--- src/hdl/cpt_pkg.sv ---
// ============================================================================
// cpt_pkg: shared types and constants for the Clarke/Park CORDIC transform
// Holds the payload structs that pass between the pipeline sections, the
// CORDIC arctangent table and the fixed-point constants of the datapath.
// ============================================================================
package cpt_pkg;

  // Number of entries in the arctangent table.
  localparam int AtanEntries = 24;

  // 1/sqrt(3) in Q30.
  localparam logic signed [46:0] INV_SQRT3_Q30 = 47'sd619925131;

  // Q16 alpha is 21845*n plus the rounded n/3 term.
  localparam logic signed [32:0] ALPHA_Q16_SCALE = 33'sd21845;

  // Offset that makes n+1 non-negative as a multiple of three (3*2^16 + 1).
  localparam logic signed [19:0] DIV3_OFFSET = 20'sd196609;

  // ceil(2^20 / 3): exact floor division by three for 19-bit operands.
  localparam logic [36:0] DIV3_RECIP = 37'd349526;

  // Quotient bias removed after the offset division (2^16).
  localparam logic [16:0] DIV3_BIAS = 17'd65536;

  // CORDIC start vector, 1.0 in Q30.
  localparam logic signed [32:0] CORDIC_X0 = 33'sd1073741824;

  // Quarter turn in angle counts.
  localparam logic signed [15:0] QUARTER_TURN = 16'sd16384;

  // Arctangent of 2^-i, full turn = 2^32.
  localparam logic [29:0] ATAN_TURNS [AtanEntries] = '{
    30'h20000000, 30'h12E4051E, 30'h09FB385B, 30'h051111D4,
    30'h028B0D43, 30'h0145D7E1, 30'h00A2F61E, 30'h00517C55,
    30'h0028BE53, 30'h00145F2F, 30'h000A2F98, 30'h000517CC,
    30'h00028BE6, 30'h000145F3, 30'h0000A2FA, 30'h0000517D,
    30'h000028BE, 30'h0000145F, 30'h00000A30, 30'h00000518,
    30'h0000028C, 30'h00000146, 30'h000000A3, 30'h00000051
  };

  // Stationary-frame results that ride along with the CORDIC.
  typedef struct packed {
    logic signed [16:0] alpha_o;  // rounded alpha, output format
    logic signed [16:0] beta_o;   // rounded beta, output format
    logic signed [32:0] alpha_f;  // alpha in Q16
    logic signed [32:0] beta_f;   // beta in Q16
    logic               neg;      // angle was folded by a half turn
  } cpt_side_t;

  // CORDIC vector and residual angle.
  typedef struct packed {
    logic signed [32:0] x;
    logic signed [32:0] y;
    logic signed [32:0] z;
  } cpt_vec_t;

  // Q30 gain compensation for a given number of CORDIC steps. Evaluated at
  // elaboration only: the gain product is built one step at a time, then
  // its square root is taken bit by bit.
  function automatic logic [30:0] cordic_gain(input int steps);
    logic [63:0] k2;
    logic [63:0] q;
    logic [63:0] v;
    logic [63:0] r;
    logic [63:0] b;
    k2 = 64'd1 << 30;
    for (int i = 0; i < AtanEntries; i++) begin
      if (i < steps) begin
        case (i)
          0:  q = (k2 + 64'd1) / 64'd2;
          1:  q = (k2 + 64'd2) / 64'd5;
          2:  q = (k2 + 64'd8) / 64'd17;
          3:  q = (k2 + 64'd32) / 64'd65;
          4:  q = (k2 + 64'd128) / 64'd257;
          5:  q = (k2 + 64'd512) / 64'd1025;
          6:  q = (k2 + 64'd2048) / 64'd4097;
          7:  q = (k2 + 64'd8192) / 64'd16385;
          8:  q = (k2 + 64'd32768) / 64'd65537;
          9:  q = (k2 + 64'd131072) / 64'd262145;
          10: q = (k2 + 64'd524288) / 64'd1048577;
          11: q = (k2 + 64'd2097152) / 64'd4194305;
          12: q = (k2 + 64'd8388608) / 64'd16777217;
          13: q = (k2 + 64'd33554432) / 64'd67108865;
          14: q = (k2 + 64'd134217728) / 64'd268435457;
          15: q = (k2 + 64'd536870912) / 64'd1073741825;
          default: q = 64'd0;  // later steps no longer change the product
        endcase
        k2 = k2 - q;
      end
    end
    v = k2 << 30;
    r = 64'd0;
    b = 64'd1 << 62;
    for (int j = 0; j < 32; j++) begin
      if (b > v) b = b >> 2;
    end
    for (int j = 0; j < 32; j++) begin
      if (b != 64'd0) begin
        if (v >= r + b) begin
          v = v - (r + b);
          r = (r >> 1) + b;
        end else begin
          r = r >> 1;
        end
        b = b >> 2;
      end
    end
    return r[30:0];
  endfunction

endpackage

--- src/hdl/cpt_cordic.sv ---
// ============================================================================
// cpt_cordic: unrolled rotation-mode CORDIC pipeline
// One register stage per micro-rotation; the stationary-frame results ride
// along so they arrive at the Park stages together with cos and sin.
// ============================================================================
module cpt_cordic #(
  parameter int ITERATIONS = 16
) (
  input  logic                   clk,
  input  logic                   rst_n,
  input  logic                   in_valid,
  output logic                   in_ready,
  input  cpt_pkg::cpt_side_t     in_side,
  input  logic signed [15:0]     in_angle,
  output logic                   out_valid,
  input  logic                   out_ready,
  output cpt_pkg::cpt_side_t     out_side,
  output logic signed [32:0]     out_x,
  output logic signed [32:0]     out_y
);
  import cpt_pkg::*;

  localparam int NSTEP = (ITERATIONS < AtanEntries) ? ITERATIONS : AtanEntries;

  logic      v_r    [NSTEP];
  logic      adv    [NSTEP];
  cpt_vec_t  st_r   [NSTEP];
  cpt_side_t side_r [NSTEP];

  for (genvar i = 0; i < NSTEP; i++) begin : g_step
    cpt_vec_t           src;
    cpt_vec_t           nxt;
    cpt_side_t          src_side;
    logic               src_v;
    logic signed [32:0] dx;
    logic signed [32:0] dy;
    logic signed [32:0] at;

    // Stage input: the start vector for the first step, else the prior stage.
    if (i == 0) begin : g_first
      assign src.x    = CORDIC_X0;
      assign src.y    = '0;
      assign src.z    = $signed({in_angle[15], in_angle, 16'h0000});
      assign src_side = in_side;
      assign src_v    = in_valid;
    end else begin : g_next
      assign src      = st_r[i-1];
      assign src_side = side_r[i-1];
      assign src_v    = v_r[i-1];
    end

    // Handshake back-pressure chain.
    if (i == NSTEP - 1) begin : g_last
      assign adv[i] = ~v_r[i] | out_ready;
    end else begin : g_mid
      assign adv[i] = ~v_r[i] | adv[i+1];
    end

    // One micro-rotation toward zero residual angle.
    assign dx = src.y >>> i;
    assign dy = src.x >>> i;
    assign at = $signed({3'b000, ATAN_TURNS[i]});
    always_comb begin
      if (src.z > 33'sd0) begin
        nxt.x = src.x - dx;
        nxt.y = src.y + dy;
        nxt.z = src.z - at;
      end else begin
        nxt.x = src.x + dx;
        nxt.y = src.y - dy;
        nxt.z = src.z + at;
      end
    end

    always_ff @(posedge clk) begin
      if (!rst_n) begin
        v_r[i] <= 1'b0;
      end else if (adv[i]) begin
        v_r[i] <= src_v;
      end
    end

    always_ff @(posedge clk) begin
      if (adv[i]) begin
        st_r[i]   <= nxt;
        side_r[i] <= src_side;
      end
    end
  end

  assign in_ready  = adv[0];
  assign out_valid = v_r[NSTEP-1];
  assign out_side  = side_r[NSTEP-1];
  assign out_x     = st_r[NSTEP-1].x;
  assign out_y     = st_r[NSTEP-1].y;

endmodule

--- config.mk ---
export PLATFORM = sky130hd
export DESIGN_NAME = cpt_cordic
export DESIGN_NICKNAME = d
export VERILOG_FILES = /design/src/hdl/cpt_pkg.sv /design/src/hdl/cpt_cordic.sv
export SDC_FILE = /design/constraint.sdc
export NUM_CORES = 2
export LEC_CHECK = 0
export ABC_AREA = 1
export BUFFER_PORTS_ARGS = -buffer_cell sky130_fd_sc_hd__buf_2
export CAP_MARGIN = 5
export CORE_MARGIN = 1
export CORE_UTILIZATION = 35
export DETAILED_ROUTE_END_ITERATION = 8
export MAX_ROUTING_LAYER = met4
export SLEW_MARGIN = 25
export SYNTH_ARGS = -nofsm -noshare
export SYNTH_HDL_FRONTEND = slang
export SYNTH_SLANG_ARGS = --single-unit
--- constraint.sdc ---
create_clock -name clk -period 33.7 [get_ports clk]
set_input_delay 5.055 -clock clk [delete_from_list [all_inputs] [get_ports clk]]
set_output_delay 5.055 -clock clk [all_outputs]
set_load 0.05 [all_outputs]
==> flow_metrics.env <==
export IMPL_syn_nets=14420
export IMPL_coreArea_um2=413000
export IMPL_ctsResizeCount=0
export IMPL_dr_total_vias=93866
export IMPL_final_nets=14985
export IMPL_drive_above_1_share_pct=5.69
export IMPL_max_freq_mhz=62.8
export IMPL_cts_tree="built"
export IMPL_register_area_um2=83300
export IMPL_post_cts_buffers=0
export IMPL_yosys_warnings=0
export IMPL_yosysSeqAreaShare_pct=57.2
export IMPL_grt_pass1_wl_mm=521
export IMPL_via_per_inst=4.82
export IMPL_htree_levels=5
export IMPL_period_minus_slack_ps=15930
export IMPL_wirelength_mm=339
export IMPL_cp_end_kind="output port"
export IMPL_synth_seq_cells=2774
export IMPL_clock_latency_ps=900
export IMPL_setup_violations=0
export IMPL_fillers=39855
export IMPL_first_global_vias=93117
export IMPL_final_cell_mix="edfxtp_1 (2773), nand2_1 (2127), inv_1 (1301)"
export IMPL_io_pins=290
export IMPL_multi_input_area_um2=57100
export IMPL_syn_area_per_cell_um2=11.0
export IMPL_grt_total_usage_pct=16.3
export IMPL_cp_arrival_ps=10870
export IMPL_async_reset_ff_share_pct=0
export IMPL_io_buffers=289
export IMPL_grt_ovfl_total=0
export IMPL_numCtsBuffers=286
export IMPL_rsz0062_at_grt="false"
export IMPL_synthTopCellsByArea="edfxtp_1 (57%), ha_1 (9.1%), xor2_1 (5.7%), nand2_1 (5.5%), a21oi_1 (4.1%)"
export IMPL_routabilityCongestion=0.943
export IMPL_syn_to_final_growth_pct=12.2
export IMPL_syn_inst=13209
export IMPL_worst_setup_path_start_kind="primary input"
export IMPL_clkTransAtPathRegs_ps=60
export IMPL_num_rows=236
export IMPL_die_area_um2=418000
export IMPL_first_pass_iters=7
export IMPL_hold_buffers=0
export IMPL_synth_cell_type_count=58
export IMPL_critical_path_required_ps=28640
export IMPL_finalCritPeriodShare_pct=47.3
export IMPL_layout_commonest_cell="edfxtp_1"
export IMPL_dp_hpwl_mm=266
export IMPL_timing_final_max_slew_violations=0
export IMPL_preCtsSetupSlack_ps=17370
export IMPL_antenna_found_initial=15
export IMPL_clock_sink_count=2774
export IMPL_initial_core_util_pct=35.2
export IMPL_path_max_fanout=99
export IMPL_grt_max_degree=101
export IMPL_criticalPathCategory="in -> out"
export IMPL_clock_skew_ps=76.2
export IMPL_dieHeight_um=647
export IMPL_synth_area_leader_cell="edfxtp_1"
export IMPL_utilization_pct=39.5
export IMPL_chipWidth_um=647
export IMPL_synth_top_area_share_pct=57.2
export IMPL_clockBufferDepth=4
export IMPL_relSlewSlack_pct=33.2
export IMPL_yosys_most_used_dff="edfxtp_1"
export IMPL_worst_slew_pin_slew_ps=1000
export IMPL_ant_nets=0
export IMPL_cts_root_buf="clkbuf_16"
export IMPL_outcome="completed"
export IMPL_post_drt_wl_per_cell_um=17.4
export IMPL_drc_errors=0
export IMPL_tns_ps=0
export IMPL_max_cap_violations=0
export IMPL_netlist_area_um2=146000
export IMPL_drt_iter0_drc=5210
export IMPL_hp_class="reg -> reg"
export IMPL_setup_slack_ps=17770
export IMPL_synth_edf_count=2773
export IMPL_hold_viol=0
[kinds of logic (layout without fill, tap and decap cells)]
logic type | after synthesis | in the layout | synth area share [%]
simple gates | 4112 | 4112 | 11.6
flops | 2774 | 2774 | 57.2
compound gates | 2471 | 2471 | 9.65
xor+xnor | 1381 | 1381 | 8.32
buf+inv | 1380 | 2171 | 3.57
fa+ha+maj | 1090 | 1090 | 9.56
mux | 1 | 1 | 0.00774
other cells | 0 | 6 | 0
[critical path, cell delays in order]
cell	delay, ps
buf_2	110
nor2_4	270
nand2_8	320
nor2_4	350
nand2_8	440
nor2_8	370
nand2_8	480
nor2_4	450
nand2_8	370
nor2_8	330
nand2_8	360
nor2_4	330
nand2_8	480
nor2_8	410
nand4_4	280
buf_2	320
[per-stage QoR]
| stage | std cells | instance area (um2) | hold WS [ps] |
|---|---|---|---|
| after floorplan | 13209 | 146000 | 400 |
| after CTS | 19473 | 163000 | 373 |
| after global placement | 18959 | 154000 | 400 |
| final | 19480 | 163000 | 392 |
| after global routing | 19478 | 163000 | 389 |
| after detailed placement | 18959 | 154000 | 405 |
[state kept, by name (all words and copies together) (netlist names)]
name,cells
v_r,16
st_r,1142
side_r,1616
[path summary, 6_finish.rpt]
kind	from	endpoint	depth (start not counted)	slack [ps]
setup reg to reg	v_r[1][7]$_DFFE_PP_	st_r[0][295]$_DFFE_PP_	16	26800
hold / removal	side_r[0][225]$_DFFE_PP_	side_r[0][326]$_DFFE_PP_	0	390
hold reg to reg	side_r[0][225]$_DFFE_PP_	side_r[0][326]$_DFFE_PP_	0	390
setup / recovery	out_ready	in_ready	16	17770
[cells in the mapped netlist (13+ instances only)]
cell type and n:
a211oi_1 15, a21boi_0 70, a21o_1 73, a21oi_1 1204, a221oi_1 31, a31oi_1 82
buf_1 16, clkbuf_1 39, edfxtp_1 2773, fa_1 37, ha_1 1053, inv_1 1307
nand2_1 2127, nand3_1 293, nand4_1 146, nor2_1 1209, nor3_1 172, nor4_1 98
o2111ai_1 40, o211ai_1 44, o21a_1 101, o21ai_0 589, o21ai_1 20, o21bai_1 140
o31ai_1 32, or2_2 13, xnor2_1 427, xor2_1 953
[metal layers]
layer  part of all wire, %  up-vias  global-route usage [%]
met5                     0        -                       -
met1                    42    43863                    18.7
met3                   2.9      660                    1.54
met2                    51     1553                    29.2
li1                      -    47790                       -
met4                   4.2        0                    6.20
[final cells by class]
cell class | instances | share of cell area (%)
well taps | 5474 | 4.20
clock inverters | 168 | 0.987
clock buffers | 346 | 4.59
multi-input cells | 9055 | 35.0
diodes | 6 | 0.00920
flip-flops and latches | 2774 | 51.0
inverters | 1317 | 3.06
repair buffers | 340 | 1.14
Power is left out: the tool's default activity adds up to more than one toggle a clock period on the data nets, which glitch-free logic cannot reach.
