## src/hdl/cpt_pkg.sv

```systemverilog
// ============================================================================
// cpt_pkg: shared types and constants for the Clarke/Park CORDIC transform
// Holds the payload structs that pass between the pipeline sections, the
// CORDIC arctangent table and the fixed-point constants of the datapath.
// ============================================================================
package cpt_pkg;

  // Number of entries in the arctangent table.
  localparam int AtanEntries = 24;

  // 1/sqrt(3) in Q30.
  localparam logic signed [46:0] INV_SQRT3_Q30 = 47'sd619925131;

  // Q16 alpha is 21845*n plus the rounded n/3 term.
  localparam logic signed [32:0] ALPHA_Q16_SCALE = 33'sd21845;

  // Offset that makes n+1 non-negative as a multiple of three (3*2^16 + 1).
  localparam logic signed [19:0] DIV3_OFFSET = 20'sd196609;

  // ceil(2^20 / 3): exact floor division by three for 19-bit operands.
  localparam logic [36:0] DIV3_RECIP = 37'd349526;

  // Quotient bias removed after the offset division (2^16).
  localparam logic [16:0] DIV3_BIAS = 17'd65536;

  // CORDIC start vector, 1.0 in Q30.
  localparam logic signed [32:0] CORDIC_X0 = 33'sd1073741824;

  // Quarter turn in angle counts.
  localparam logic signed [15:0] QUARTER_TURN = 16'sd16384;

  // Arctangent of 2^-i, full turn = 2^32.
  localparam logic [29:0] ATAN_TURNS [AtanEntries] = '{
    30'h20000000, 30'h12E4051E, 30'h09FB385B, 30'h051111D4,
    30'h028B0D43, 30'h0145D7E1, 30'h00A2F61E, 30'h00517C55,
    30'h0028BE53, 30'h00145F2F, 30'h000A2F98, 30'h000517CC,
    30'h00028BE6, 30'h000145F3, 30'h0000A2FA, 30'h0000517D,
    30'h000028BE, 30'h0000145F, 30'h00000A30, 30'h00000518,
    30'h0000028C, 30'h00000146, 30'h000000A3, 30'h00000051
  };

  // Stationary-frame results that ride along with the CORDIC.
  typedef struct packed {
    logic signed [16:0] alpha_o;  // rounded alpha, output format
    logic signed [16:0] beta_o;   // rounded beta, output format
    logic signed [32:0] alpha_f;  // alpha in Q16
    logic signed [32:0] beta_f;   // beta in Q16
    logic               neg;      // angle was folded by a half turn
  } cpt_side_t;

  // CORDIC vector and residual angle.
  typedef struct packed {
    logic signed [32:0] x;
    logic signed [32:0] y;
    logic signed [32:0] z;
  } cpt_vec_t;

  // Q30 gain compensation for a given number of CORDIC steps. Evaluated at
  // elaboration only: the gain product is built one step at a time, then
  // its square root is taken bit by bit.
  function automatic logic [30:0] cordic_gain(input int steps);
    logic [63:0] k2;
    logic [63:0] q;
    logic [63:0] v;
    logic [63:0] r;
    logic [63:0] b;
    k2 = 64'd1 << 30;
    for (int i = 0; i < AtanEntries; i++) begin
      if (i < steps) begin
        case (i)
          0:  q = (k2 + 64'd1) / 64'd2;
          1:  q = (k2 + 64'd2) / 64'd5;
          2:  q = (k2 + 64'd8) / 64'd17;
          3:  q = (k2 + 64'd32) / 64'd65;
          4:  q = (k2 + 64'd128) / 64'd257;
          5:  q = (k2 + 64'd512) / 64'd1025;
          6:  q = (k2 + 64'd2048) / 64'd4097;
          7:  q = (k2 + 64'd8192) / 64'd16385;
          8:  q = (k2 + 64'd32768) / 64'd65537;
          9:  q = (k2 + 64'd131072) / 64'd262145;
          10: q = (k2 + 64'd524288) / 64'd1048577;
          11: q = (k2 + 64'd2097152) / 64'd4194305;
          12: q = (k2 + 64'd8388608) / 64'd16777217;
          13: q = (k2 + 64'd33554432) / 64'd67108865;
          14: q = (k2 + 64'd134217728) / 64'd268435457;
          15: q = (k2 + 64'd536870912) / 64'd1073741825;
          default: q = 64'd0;  // later steps no longer change the product
        endcase
        k2 = k2 - q;
      end
    end
    v = k2 << 30;
    r = 64'd0;
    b = 64'd1 << 62;
    for (int j = 0; j < 32; j++) begin
      if (b > v) b = b >> 2;
    end
    for (int j = 0; j < 32; j++) begin
      if (b != 64'd0) begin
        if (v >= r + b) begin
          v = v - (r + b);
          r = (r >> 1) + b;
        end else begin
          r = r >> 1;
        end
        b = b >> 2;
      end
    end
    return r[30:0];
  endfunction

endpackage

```

## src/hdl/cpt_clarke.sv

```systemverilog
// ============================================================================
// cpt_clarke: four-stage Clarke transform front end
// Forms alpha and beta in output and Q16 formats and folds the rotor angle
// into plus or minus a quarter turn for the CORDIC.
// ============================================================================
module cpt_clarke (
  input  logic                   clk,
  input  logic                   rst_n,
  input  logic                   in_valid,
  output logic                   in_ready,
  input  logic signed [15:0]     in_phase_a,
  input  logic signed [15:0]     in_phase_b,
  input  logic signed [15:0]     in_phase_c,
  input  logic [15:0]            in_angle,
  output logic                   out_valid,
  input  logic                   out_ready,
  output cpt_pkg::cpt_side_t     out_side,
  output logic signed [15:0]     out_angle
);
  import cpt_pkg::*;

  localparam int NS = 4;

  logic v_r [NS];
  logic adv [NS];

  // Stage 1 registers.
  logic signed [17:0] n1_r;
  logic signed [16:0] bc1_r;
  logic signed [15:0] ang1_r;
  logic               neg1_r;
  // Stage 2 registers.
  logic [18:0]        u2_r;
  logic signed [32:0] a21_2_r;
  logic signed [46:0] p2_r;
  logic signed [15:0] ang2_r;
  logic               neg2_r;
  // Stage 3 registers.
  logic [36:0]        q3_r;
  logic signed [32:0] a21_3_r;
  logic signed [32:0] betaf3_r;
  logic signed [16:0] betao3_r;
  logic signed [15:0] ang3_r;
  logic               neg3_r;
  // Stage 4 registers.
  cpt_side_t          side4_r;
  logic signed [15:0] ang4_r;

  // Next values.
  logic signed [17:0] n1_nxt;
  logic signed [16:0] bc1_nxt;
  logic signed [15:0] ang_s;
  logic signed [15:0] ang1_nxt;
  logic               neg1_nxt;
  logic signed [19:0] u_sum;
  logic signed [46:0] pr14;
  logic signed [46:0] pr30;
  logic [16:0]        quot3;
  cpt_side_t          side4_nxt;

  // A stage loads when it is empty or its item moves on.
  assign adv[NS-1] = ~v_r[NS-1] | out_ready;
  for (genvar k = 0; k < NS - 1; k++) begin : g_adv
    assign adv[k] = ~v_r[k] | adv[k+1];
  end
  assign in_ready = adv[0];

  // Stage 1: phase combinations and half-turn fold of the angle.
  always_comb begin
    n1_nxt   = 18'(in_phase_a) + 18'(in_phase_a) - 18'(in_phase_b) - 18'(in_phase_c);
    bc1_nxt  = 17'(in_phase_b) - 17'(in_phase_c);
    ang_s    = $signed(in_angle);
    neg1_nxt = (ang_s > QUARTER_TURN) || (ang_s < -QUARTER_TURN);
    // Adding or removing a half turn only flips the sign bit.
    ang1_nxt = neg1_nxt ? {~ang_s[15], ang_s[14:0]} : ang_s;
  end

  // Stage 2: offset for the divide by three and the scaling multiplies.
  assign u_sum = 20'(n1_r) + DIV3_OFFSET;

  // Stage 3: rounding of beta, ties away from zero.
  assign pr14 = p2_r + (p2_r[46] ? 47'sd8191 : 47'sd8192);
  assign pr30 = p2_r + (p2_r[46] ? 47'sd536870911 : 47'sd536870912);

  // Stage 4: floor((n+1)/3) gives alpha rounded; Q16 alpha adds 21845*n.
  assign quot3 = q3_r[36:20];
  always_comb begin
    side4_nxt.alpha_o = quot3 - DIV3_BIAS;
    side4_nxt.alpha_f = a21_3_r + $signed({16'b0, quot3}) - $signed({16'b0, DIV3_BIAS});
    side4_nxt.beta_o  = betao3_r;
    side4_nxt.beta_f  = betaf3_r;
    side4_nxt.neg     = neg3_r;
  end

  // Valid bits.
  always_ff @(posedge clk) begin
    if (!rst_n) begin
      for (int k = 0; k < NS; k++) v_r[k] <= 1'b0;
    end else begin
      if (adv[0]) v_r[0] <= in_valid;
      for (int k = 1; k < NS; k++) begin
        if (adv[k]) v_r[k] <= v_r[k-1];
      end
    end
  end

  // Payload registers.
  always_ff @(posedge clk) begin
    if (adv[0]) begin
      n1_r   <= n1_nxt;
      bc1_r  <= bc1_nxt;
      ang1_r <= ang1_nxt;
      neg1_r <= neg1_nxt;
    end
    if (adv[1]) begin
      u2_r    <= u_sum[18:0];
      a21_2_r <= 33'(n1_r) * ALPHA_Q16_SCALE;
      p2_r    <= 47'(bc1_r) * INV_SQRT3_Q30;
      ang2_r  <= ang1_r;
      neg2_r  <= neg1_r;
    end
    if (adv[2]) begin
      q3_r     <= 37'(u2_r) * DIV3_RECIP;
      a21_3_r  <= a21_2_r;
      betaf3_r <= pr14[46:14];
      betao3_r <= pr30[46:30];
      ang3_r   <= ang2_r;
      neg3_r   <= neg2_r;
    end
    if (adv[3]) begin
      side4_r <= side4_nxt;
      ang4_r  <= ang3_r;
    end
  end

  assign out_valid = v_r[NS-1];
  assign out_side  = side4_r;
  assign out_angle = ang4_r;

endmodule

```

## config.mk

```make
export PLATFORM = sky130hd
export DESIGN_NAME = cpt_clarke
export DESIGN_NICKNAME = d
export VERILOG_FILES = /design/src/hdl/cpt_pkg.sv /design/src/hdl/cpt_clarke.sv
export SDC_FILE = /design/constraint.sdc
export NUM_CORES = 2
export LEC_CHECK = 0
export BUFFER_PORTS_ARGS = -buffer_cell sky130_fd_sc_hd__buf_2
export CORE_ASPECT_RATIO = 0.8
export CORE_MARGIN = 5
export CORE_UTILIZATION = 30
export DETAILED_ROUTE_END_ITERATION = 12
export PLACE_DENSITY_LB_ADDON = 0.08
export SYNTH_ARGS = -nofsm -noshare
export SYNTH_HDL_FRONTEND = slang
export SYNTH_SLANG_ARGS = --single-unit
```

## constraint.sdc

```tcl
create_clock -name clk -period 7.77 [get_ports clk]
set_input_delay 0.3885 -clock clk [delete_from_list [all_inputs] [get_ports clk]]
set_output_delay 0.3885 -clock clk [all_outputs]
set_load 0.005 [all_outputs]
```

==> flow_summary.toml <==
[yosys]
ys_seq_elements = 406
synth_xor_area_share_pct = 4.839
synth_cell_types = 70
yosysTopAreaCell = "edfxtp_1"
synth_compound_area_share_pct = 7.575
syn_area_um2 = 37640
yosysWarnings = 0
yosysSeqAreaShare_pct = 32.31
synthMuxAreaShare_pct = 0.05318
synth_top_family_by_area = "adder cells"
synth_top_area_share_pct = 32.15
syn_nets = 4363
synth-edff-count = 403
yosys.area_share.simple_pct = 5.408
synthAdderAreaFrac_pct = 41.81
synthTopCellsByArea = "edfxtp_1 32%, fa_1 22%, ha_1 20%"
netlist_instances = 3282
synth_ff_type = "edfxtp_1"
synth-async-reset-ratio_pct = 0
avgSynthCellArea_um2 = 11.47

[clock_tree]
clk_latency_ns = 0.67
cts_root_buf = "clkbuf_16"
cts_tree = "yes"
cts-resized-gates = 0
cts_hold_buffers = 19
cts.sink_count = 406
cts_made_buffers = 50
postCtsSetupBuffers = 0
cts.path.max_buffers = 3
h-tree-depth = 2
path_clk_slew_ns = 0.06

[routing]
viasPerCell = 4.406
drt-initial-drc-count = 1108
drtPass1Iterations = 5
vias = 23000
ant_nets = 0
drcViolationCount = 0
routed_wire_length_per_instance_um = 19.09
drt-total-wl_um = 99650

[timing]
fin_worst_skew_ns = 0.05635
fin_setup_tns_ns = 0
rsz0062_at_grt = "false"
setup_viol = 0
hold_viol = 0
post-route-min-period_ns = 6.813
fmax_mhz = 146.8
slew_headroom_pct = 33.15
worstMarginPinSlew_ns = 0.9918
slew_viol_final = 0
period_share_pct = 87.68

[critical_path]
crit_path_end_kind = "flop"
cp.arrival_ns = 7.20
r2r_cells = 19
worstReg2RegEnd = "p2_r[45]"
crit_path_start_kind = "flop"
worstPathRequired_ns = 8.16
r2r_setup_slack_ns = 0.96
crit_fanout = 8
critPathKind = "reg -> reg"
rr_startpoint = "bc1_r[5]"

[grt]
grtUsageTotal_pct = 15.32
grt-ovfl-total = 0
grt_start_max_net_pins = 75
grt_pass1_vias = 24690
grt_pass1_wl_um = 154200
antenna_found_initial = 18

[floorplanning]
io_pins = 187
start_util_pct = 30.16
dieHeight_um = 326.8
core_um2 = 124800
die_area_um2 = 132700
num_rows = 116
die_x_um = 406.0

[hold_path]
hp-class = "in -> reg"
hp-start = "in_phase_a[0]"
min_to = "n1_r[1]"
holdPathStages = 2

[layout]
nFillCells = 12780
multi_input_area_um2 = 22490
drive_gt1_share_pct = 8.474
nets = 4609
final-seq-area_um2 = 12160
syn_to_final_growth_pct = 12.79

[place]
portBuffers = 186
place_hpwl_um = 83820
gp_congestion = 0.8597

[flow_run]
drv_cap = 0

[outcome]
status = "complete, no violations"
## placed cells by master (no fill, tap or decap), drive strengths merged, types with 4 or more instances in the layout
master       count
a211o            7
o31ai            7
nor2           105
edfxtp         403
a31oi           17
a21o            71
nand3           48
dlygate4sd3     19
and4             5
a211oi          14
nand2b          17
o21bai          19
xor2            59
and3            19
ha             605
clkbuf          54
a311oi           5
nor3            25
nor4            12
a21oi          133
nor2b           19
xnor2          149
nand4           29
diode            4
inv            791
a21boi           7
buf            193
or3             10
o21a            26
o21ai           81
nand2           99
o211ai           9
clkinv          22
fa             408
and2            12
or2              9
a31o             6
## metrics by stage
step	util (%)	cell area, µm²	setup slack, ns	cells	hold WS (ns)
after floorplan	-	37640	1.773	3282	0.4003
after global placement	32.57	40650	1.032	5109	0.4002
after detailed placement	32.57	40650	1.029	5109	0.4045
after CTS	34.01	42450	0.9946	5216	0.06075
after global routing	34.01	42450	0.6042	5218	0.1112
final	34.01	42460	0.9574	5220	0.1295
## worst max-delay path, cell delays in order, from the launching register on
cell	delay [ns]
edfxtp_1	0.59
fa_1	0.66
inv_1	0.10
fa_1	0.50
inv_1	0.05
fa_1	0.53
fa_1	0.55
inv_1	0.05
fa_1	0.46
fa_1	0.49
inv_1	0.04
ha_1	0.38
a21o_1	0.19
a21oi_1	0.26
o21ai_0	0.17
a2111oi_0	0.66
a211o_1	0.37
nor2b_4	0.25
o21ai_2	0.08
xor2_1	0.14
## registers in the layout, indices dropped and copies added (netlist names), 4 cells and up
name,flops
v_r,4
out_side,101
bc1_r,17
betao3_r,17
ang2_r,16
q3_r,17
p2_r,47
betaf3_r,33
n1_r,18
ang3_r,16
out_angle,16
a21_2_r,33
u2_r,19
ang1_r,16
a21_3_r,33
## per-layer routing
metal / GRT usage [%] / wire length, µm / up-vias
met3: 2.852 / 4937 / 115
met5: 0 / 13 / -
met1: 22.39 / 49120 / 11160
met4: 3.576 / 2276 / 2
met2: 23.51 / 43300 / 330
li1: - / - / 11390
## logic make-up after synthesis
logic type / count (synthesis)
and+or+nand+nor: 415
xor gates and xnor gates: 208
AOI/OAI and AO/OA: 436
DFF: 406
adders and majority gates: 1013
buffers and inverters: 802
muxes: 2
## Yosys cell counts (all sizes together) (4+ instances only)
library cell	instances
o31ai	7
nor4	12
and3	19
a21oi	133
a21o	71
a211oi	14
o21ai	81
and4	5
buf	4
nand3	48
nor3	25
xor2	59
and2	12
nor2b	19
edfxtp	403
o21bai	19
clkbuf	14
a31oi	17
fa	408
o211ai	9
nand2b	17
o21a	26
nand2	99
nand4	29
a31o	6
xnor2	149
a311oi	5
or3	10
a211o	7
inv	784
nor2	105
or2	9
ha	605
a21boi	7
## final cells by class
cell class | instances | share of cell area, %
well taps | 1652 | 4.868
clock inverters | 34 | 0.7986
diodes | 4 | 0.02358
repair buffers | 212 | 2.764
inverters | 784 | 6.949
clock buffers | 54 | 2.982
flip-flops and latches | 406 | 28.64
multi-input cells | 2074 | 52.97
## how the worst max path moves through the flow
stage               startpoint        to  cells past startpoint
global route          bc1_r[2]  p2_r[45]                     21
finish                bc1_r[5]  p2_r[45]                     19
floorplan             bc1_r[5]  p2_r[45]                     20
global placement      bc1_r[6]  p2_r[45]                     19
detailed placement    bc1_r[5]  p2_r[40]                     19
CTS                   bc1_r[5]  p2_r[45]                     19
Power is not shown: default switching activity piles up to over one toggle a cycle in this logic, so the estimate is an artifact.
